[config.mk]
export PLATFORM = sky130hd
export DESIGN_NAME = rgb2lab_cbrt
export DESIGN_NICKNAME = d
export VERILOG_FILES = /design/src/rgb2lab_pkg.sv /design/src/rgb2lab_cbrt.sv
export SDC_FILE = /design/constraint.sdc
export NUM_CORES = 2
export LEC_CHECK = 0
export BUFFER_PORTS_ARGS = -buffer_cell sky130_fd_sc_hd__buf_2
export CAP_MARGIN = 5
export CORE_UTILIZATION = 55
export CTS_BUF_LIST = sky130_fd_sc_hd__clkbuf_8
export CTS_CLUSTER_DIAMETER = 50
export DETAILED_ROUTE_END_ITERATION = 12
export GPL_TIMING_DRIVEN = 0
export PLACE_DENSITY = 0.73
export SLEW_MARGIN = 20
export SYNTH_ARGS = -nofsm -noshare
export SYNTH_HDL_FRONTEND = slang
export SYNTH_SLANG_ARGS = --single-unit
[constraint.sdc]
create_clock -name clk -period 7.2 [get_ports clk]
set_clock_uncertainty 0.05 [all_clocks]
set_input_delay 1.08 -clock clk [delete_from_list [all_inputs] [get_ports clk]]
set_output_delay 1.08 -clock clk [all_outputs]
set_load 0.02 [all_outputs]
[src/rgb2lab_pkg.sv]
// shared types, constants and elaboration-time functions for the srgb to cielab converter
// no dependencies
package rgb2lab_pkg;

  typedef logic [16:0] q16_t;

  // cube root unit: input register plus one stage per result bit
  localparam int CBRT_BITS = 17;
  localparam int CBRT_LAT  = CBRT_BITS + 1;

  // companding linear branch: t <= threshold
  localparam int          CMP_THRESH = (8856 * 65536) / 1000000;
  localparam logic [19:0] CMP_SLOPE  = 20'd903292;
  localparam logic [30:0] CMP_OFFS   = 31'd1048634000;
  localparam int          CMP_SHIFT  = 48;
  localparam logic [31:0] CMP_RECIP  = 32'(((64'd1 << CMP_SHIFT) + 64'd115999) / 64'd116000);

  // srgb to xyz matrix, units of 1/10000
  localparam logic [13:0] M_XR = 14'd4124;
  localparam logic [13:0] M_XG = 14'd3576;
  localparam logic [13:0] M_XB = 14'd1805;
  localparam logic [13:0] M_YR = 14'd2126;
  localparam logic [13:0] M_YG = 14'd7152;
  localparam logic [13:0] M_YB = 14'd722;
  localparam logic [13:0] M_ZR = 14'd193;
  localparam logic [13:0] M_ZG = 14'd1192;
  localparam logic [13:0] M_ZB = 14'd9505;

  // white point division by reciprocal, exact for numerators below 2^30
  localparam int          WP_SHIFT = 44;
  localparam logic [29:0] WP_X_HALF = 30'd4752;
  localparam logic [29:0] WP_Y_HALF = 30'd5000;
  localparam logic [29:0] WP_Z_HALF = 30'd5445;
  localparam logic [30:0] WP_X_RECIP = 31'(((64'd1 << WP_SHIFT) + 64'd9504) / 64'd9505);
  localparam logic [30:0] WP_Y_RECIP = 31'(((64'd1 << WP_SHIFT) + 64'd9999) / 64'd10000);
  localparam logic [30:0] WP_Z_RECIP = 31'(((64'd1 << WP_SHIFT) + 64'd10889) / 64'd10890);

  // srgb gamma removal of one code, q16, evaluated while building the table
  // t_pow is the q30 base of the power segment, v_lin the q16 linear segment value
  function automatic q16_t lin_from_code(input longint unsigned c, input longint unsigned m,
                                         input longint unsigned t_pow,
                                         input longint unsigned v_lin);
    longint unsigned t;
    longint unsigned s;
    longint unsigned lo;
    longint unsigned hi;
    longint unsigned mid;
    longint unsigned p;
    longint unsigned v;
    if (c * 100000 > 4045 * m) begin
      t  = t_pow;
      s  = (t * t) >> 30;
      lo = 0;
      hi = 64'd1 << 30;
      while (lo < hi) begin
        mid = lo + (hi - lo + 1) / 2;
        p = mid;
        for (int k = 0; k < 4; k++) begin
          p = (p * mid) >> 30;
        end
        if (p <= s) begin
          lo = mid;
        end else begin
          hi = mid - 1;
        end
      end
      v = (((s * lo) >> 30) + (64'd1 << 13)) >> 14;
    end else begin
      v = v_lin;
    end
    return q16_t'(v);
  endfunction

endpackage

[src/rgb2lab_cbrt.sv]
// lab companding of one normalized q16 channel: pipelined cube root, one result bit per stage,
// with the linear branch alongside; uses rgb2lab_pkg
module rgb2lab_cbrt (
  input  logic                clk,
  input  logic                en,
  input  rgb2lab_pkg::q16_t   t_i,
  output rgb2lab_pkg::q16_t   f_o
);
  import rgb2lab_pkg::*;

  logic [16:0] t_r    [CBRT_BITS+1];
  logic        cube_r [CBRT_BITS+1];
  logic [16:0] lo_r   [CBRT_BITS+1];
  logic [33:0] lo2_r  [CBRT_BITS+1];
  logic [50:0] lo3_r  [CBRT_BITS+1];
  logic [16:0] flin_r [CBRT_BITS+1];
  logic [30:0] num_r;
  logic [62:0] prod_r;

  always_ff @(posedge clk) begin
    if (en) begin
      t_r[0]    <= t_i;
      cube_r[0] <= (t_i > 17'(CMP_THRESH));
      lo_r[0]   <= '0;
      lo2_r[0]  <= '0;
      lo3_r[0]  <= '0;
      flin_r[0] <= '0;
      num_r     <= 31'(CMP_SLOPE * t_i[9:0]) + CMP_OFFS;
      prod_r    <= 63'(num_r * CMP_RECIP);
    end
  end

  for (genvar j = 1; j <= CBRT_BITS; j++) begin : g_dig
    localparam int K = CBRT_BITS - j;
    logic [33:0] cand2;
    logic [50:0] cand3;
    logic [50:0] lo2x3;
    logic [50:0] lox3;
    assign lo2x3 = ({17'b0, lo2_r[j-1]} << 1) + {17'b0, lo2_r[j-1]};
    assign lox3  = ({34'b0, lo_r[j-1]} << 1) + {34'b0, lo_r[j-1]};
    assign cand2 = lo2_r[j-1] + ({17'b0, lo_r[j-1]} << (K + 1)) + (34'd1 << (2 * K));
    assign cand3 = lo3_r[j-1] + (lo2x3 << K) + (lox3 << (2 * K)) + (51'd1 << (3 * K));

    always_ff @(posedge clk) begin
      if (en) begin
        t_r[j]    <= t_r[j-1];
        cube_r[j] <= cube_r[j-1];
        if (cand3 <= {2'b0, t_r[j-1], 32'b0}) begin
          lo_r[j]  <= lo_r[j-1] | (17'd1 << K);
          lo2_r[j] <= cand2;
          lo3_r[j] <= cand3;
        end else begin
          lo_r[j]  <= lo_r[j-1];
          lo2_r[j] <= lo2_r[j-1];
          lo3_r[j] <= lo3_r[j-1];
        end
        if (j == 2) begin
          flin_r[j] <= {2'b0, prod_r[CMP_SHIFT+14:CMP_SHIFT]};
        end else begin
          flin_r[j] <= flin_r[j-1];
        end
      end
    end
  end

  assign f_o = cube_r[CBRT_BITS] ? lo_r[CBRT_BITS] : flin_r[CBRT_BITS];

endmodule

==> reports/metrics.cfg <==
[setup_path]
path_depth=40
worstPathRequired_ns=7.86
crit_top_cell=nand4_1
cp-start-kind=flip-flop
end_kind=flip-flop
slowest_stage=nor4_4
crit_path_max_incr_delay_ns=0.46
path_buf_inv=6
arrival_ns=8.75
reg2reg_slack_ns=-0.89
critical_path.top_delay_family=compound AO/OA/AOI/OAI gates
path_class=flip-flop to flip-flop
r2r_cells=40
crit_fanout=8

[timing]
worst_pin_slew_ns=1.35
slew_headroom_pct=9.64
setup_viol=527
period_needed_ns=8.09
setup_tns_ns=-298.43
grt_setup_unrepaired=yes
hold_violations=0
slew_violations=0
timing.final.ws_setup_ns=-0.889
fin_crit_sh_pct=112
max_freq_mhz=124

[synth]
synth_mux_area_share_pct=2.28
synth_fp_nets=11900
synthArstFlopShare_pct=0
synthXorXnorAreaFrac_pct=7.13
synth_cells=9806
netlist_area_mm2=0.108
synth_compound_area_share_pct=11.3
synth.area.top_cells=edfxtp_1 39%, ha_1 19%, fa_1 7.9%
ys_seq_elements=1388
yosysTopAreaCell=edfxtp_1
ys_warn_count=0
synth_edf_count=1388
syn_avg_cell_area_um2=11.0
synth_top_family_by_area=adder cells
synth-simple-area-share_pct=8.70
synth_top_cell_area_share_pct=38.6
synth.distinct_cells=105
synth-seq-area-share_pct=38.6
synthFlopType=edfxtp_1
synth-adder-area-share_pct=26.8

[hold_path]
hold_path.class=input pin to flip-flop
worstHoldPathCells=1

[route]
vias_per_cell=5.63
avgRoutedWirePerCell_um=18.8
wirelength_um=245000
drc=0
antenna_left=0
vias=73400
drt-pass1-iter-count=7
drt-initial-drc-count=4645

[clock_network]
clk_pin_slew_ns=0.06
root_buffer=clkbuf_8
htreeDepth=4
clkLatencyLatePin_ns=1.02
cts_hold_buf=0
cts_tree=done
cts_buffers=231
cts.sinks=1388
ctsLongestPathBuffers=3

[outcome]
violations=negative setup slack
status=complete, but fails checks

[global_routing]
grt_remaining_overflow=0
antenna_found_initial=2
grt_usage_pct=24.8
grt_max_degree=117
grt_pass1_wl_um=393000
grt_pass1_vias=75500

[floorplan]
fp-row-count=162
die_x_um=445
initial_core_util_pct=55.4
io_pins=36
die_y_um=445
core_mm2=0.195
die_area_mm2=0.198

[final_layout]
fillers=15500
seq_area_mm2=0.0417
synthToLayoutAreaGrowth_pct=10.9
finalInstanceArea_mm2=0.120
multiInputGateArea_mm2=0.0623
final_common_cell=ha_1
drive_above_1_share_pct=10.9
fin_nets=12300
layout_common_cells=1,596 x ha_1, 1,390 x inv_1, 1,388 x edfxtp_1, 566 x xnor2_1, 543 x a21oi_1

[placement]
gp_congestion=0.946
portBuffers=35
dpl_cell_area_mm2=0.112
hpwl_um=195000

[flow_run]
drv_cap=0

[layer usage]
| layer | GRT usage (%) | up-vias | part of all wire (%) |
|---|---|---|---|
| li1 | - | 35800 | - |
| met1 | 31.7 | 35500 | 44 |
| met2 | 42.9 | 1637 | 49 |
| met3 | 2.95 | 491 | 4.0 |
| met4 | 9.18 | 0 | 3.7 |
| met5 | 0 | - | 0 |
[metrics by stage]
stage	util [%]	std cells	setup slack, ns	hold slack (ns)
after floorplan	-	9806	-0.0848	0.350
after global placement	57.4	12500	-10.09	0.350
after detailed placement	57.7	12500	-2.59	0.355
after CTS	60.9	13000	-0.945	0.161
after global routing	61.5	13000	-1.18	0.186
final	61.5	13000	-0.889	0.263
[final cells by class]
class,count,area share (%)
clock inverter,195,1.36
clock buffer,231,2.65
inverter,1339,4.20
buffer,137,0.945
timing repair buffer,178,1.34
antenna,2,0.00418
multi-input combinational,6941,52.0
tap,2624,2.74
sequential,1388,34.8
[kinds of logic (layout without fill, tap and decap cells)]
| family | count (synthesis) | after routing |
|---|---|---|
| fa+ha+maj | 2056 | 2056 |
| other cells | 0 | 2 |
| buf+inv | 1477 | 2080 |
| mux | 220 | 220 |
| simple gates | 1892 | 1892 |
| compound gates | 1893 | 1893 |
| xor+xnor | 880 | 880 |
| flops | 1388 | 1388 |
[sequential cells by signal, summed over array words and instances (netlist names)]
register	count
lo_r	153
num_r	29
flin_r	240
cube_r	18
t_r	287
lo3_r	395
prod_r	16
lo2_r	250
[cells in the mapped netlist, types with 14 or more instances]
master and instances:
nor2b_1 90, a211oi_1 54, and4_1 17, nor3b_1 29, o211ai_1 33, clkbuf_1 68
o31ai_1 32, ha_1 1629, nand2_1 465, nand4_1 110, a21boi_0 23, mux2i_1 14
or2_2 31, xnor2_1 571, nand3b_1 15, a2111oi_0 14, and2_1 75, a21o_1 270
a211o_1 28, and3_1 76, nand3_1 155, nor3_1 146, a31oi_1 50, or3_1 38
edfxtp_1 1388, inv_1 1334, xor2_1 309, a21oi_1 591, nor4_1 33, o21a_1 86
fa_1 427, o21ai_0 372, o21bai_1 131, mux2_2 200, o21ai_1 29, nor2_1 474
nand2b_1 84, buf_2 43
[worst paths after layout]
path                              start                      to
max reg2reg  lo2_r[7][41]$_SDFFCE_PP0P_  lo2_r[8][30]$_DFFE_PP_
max          lo2_r[7][41]$_SDFFCE_PP0P_  lo2_r[8][30]$_DFFE_PP_
min reg2reg         t_r[0][5]$_DFFE_PP_     t_r[1][5]$_DFFE_PP_
min                             t_i[15]    t_r[0][15]$_DFFE_PP_
[timing repair]
| action | in CTS | in global routing |
|---|---|---|
| gates resized for setup | 209 | 193 |
| setup buffers | 78 | 59 |
| pin swaps | 64 | 111 |
| hold endpoints to repair | 0 | 0 |
| cloned | 2 | 0 |
| setup endpoints to repair | 524 | 568 |
Power is left out: the tool's default activity adds up to more than one toggle a clock period on the data nets, which glitch-free logic cannot reach.
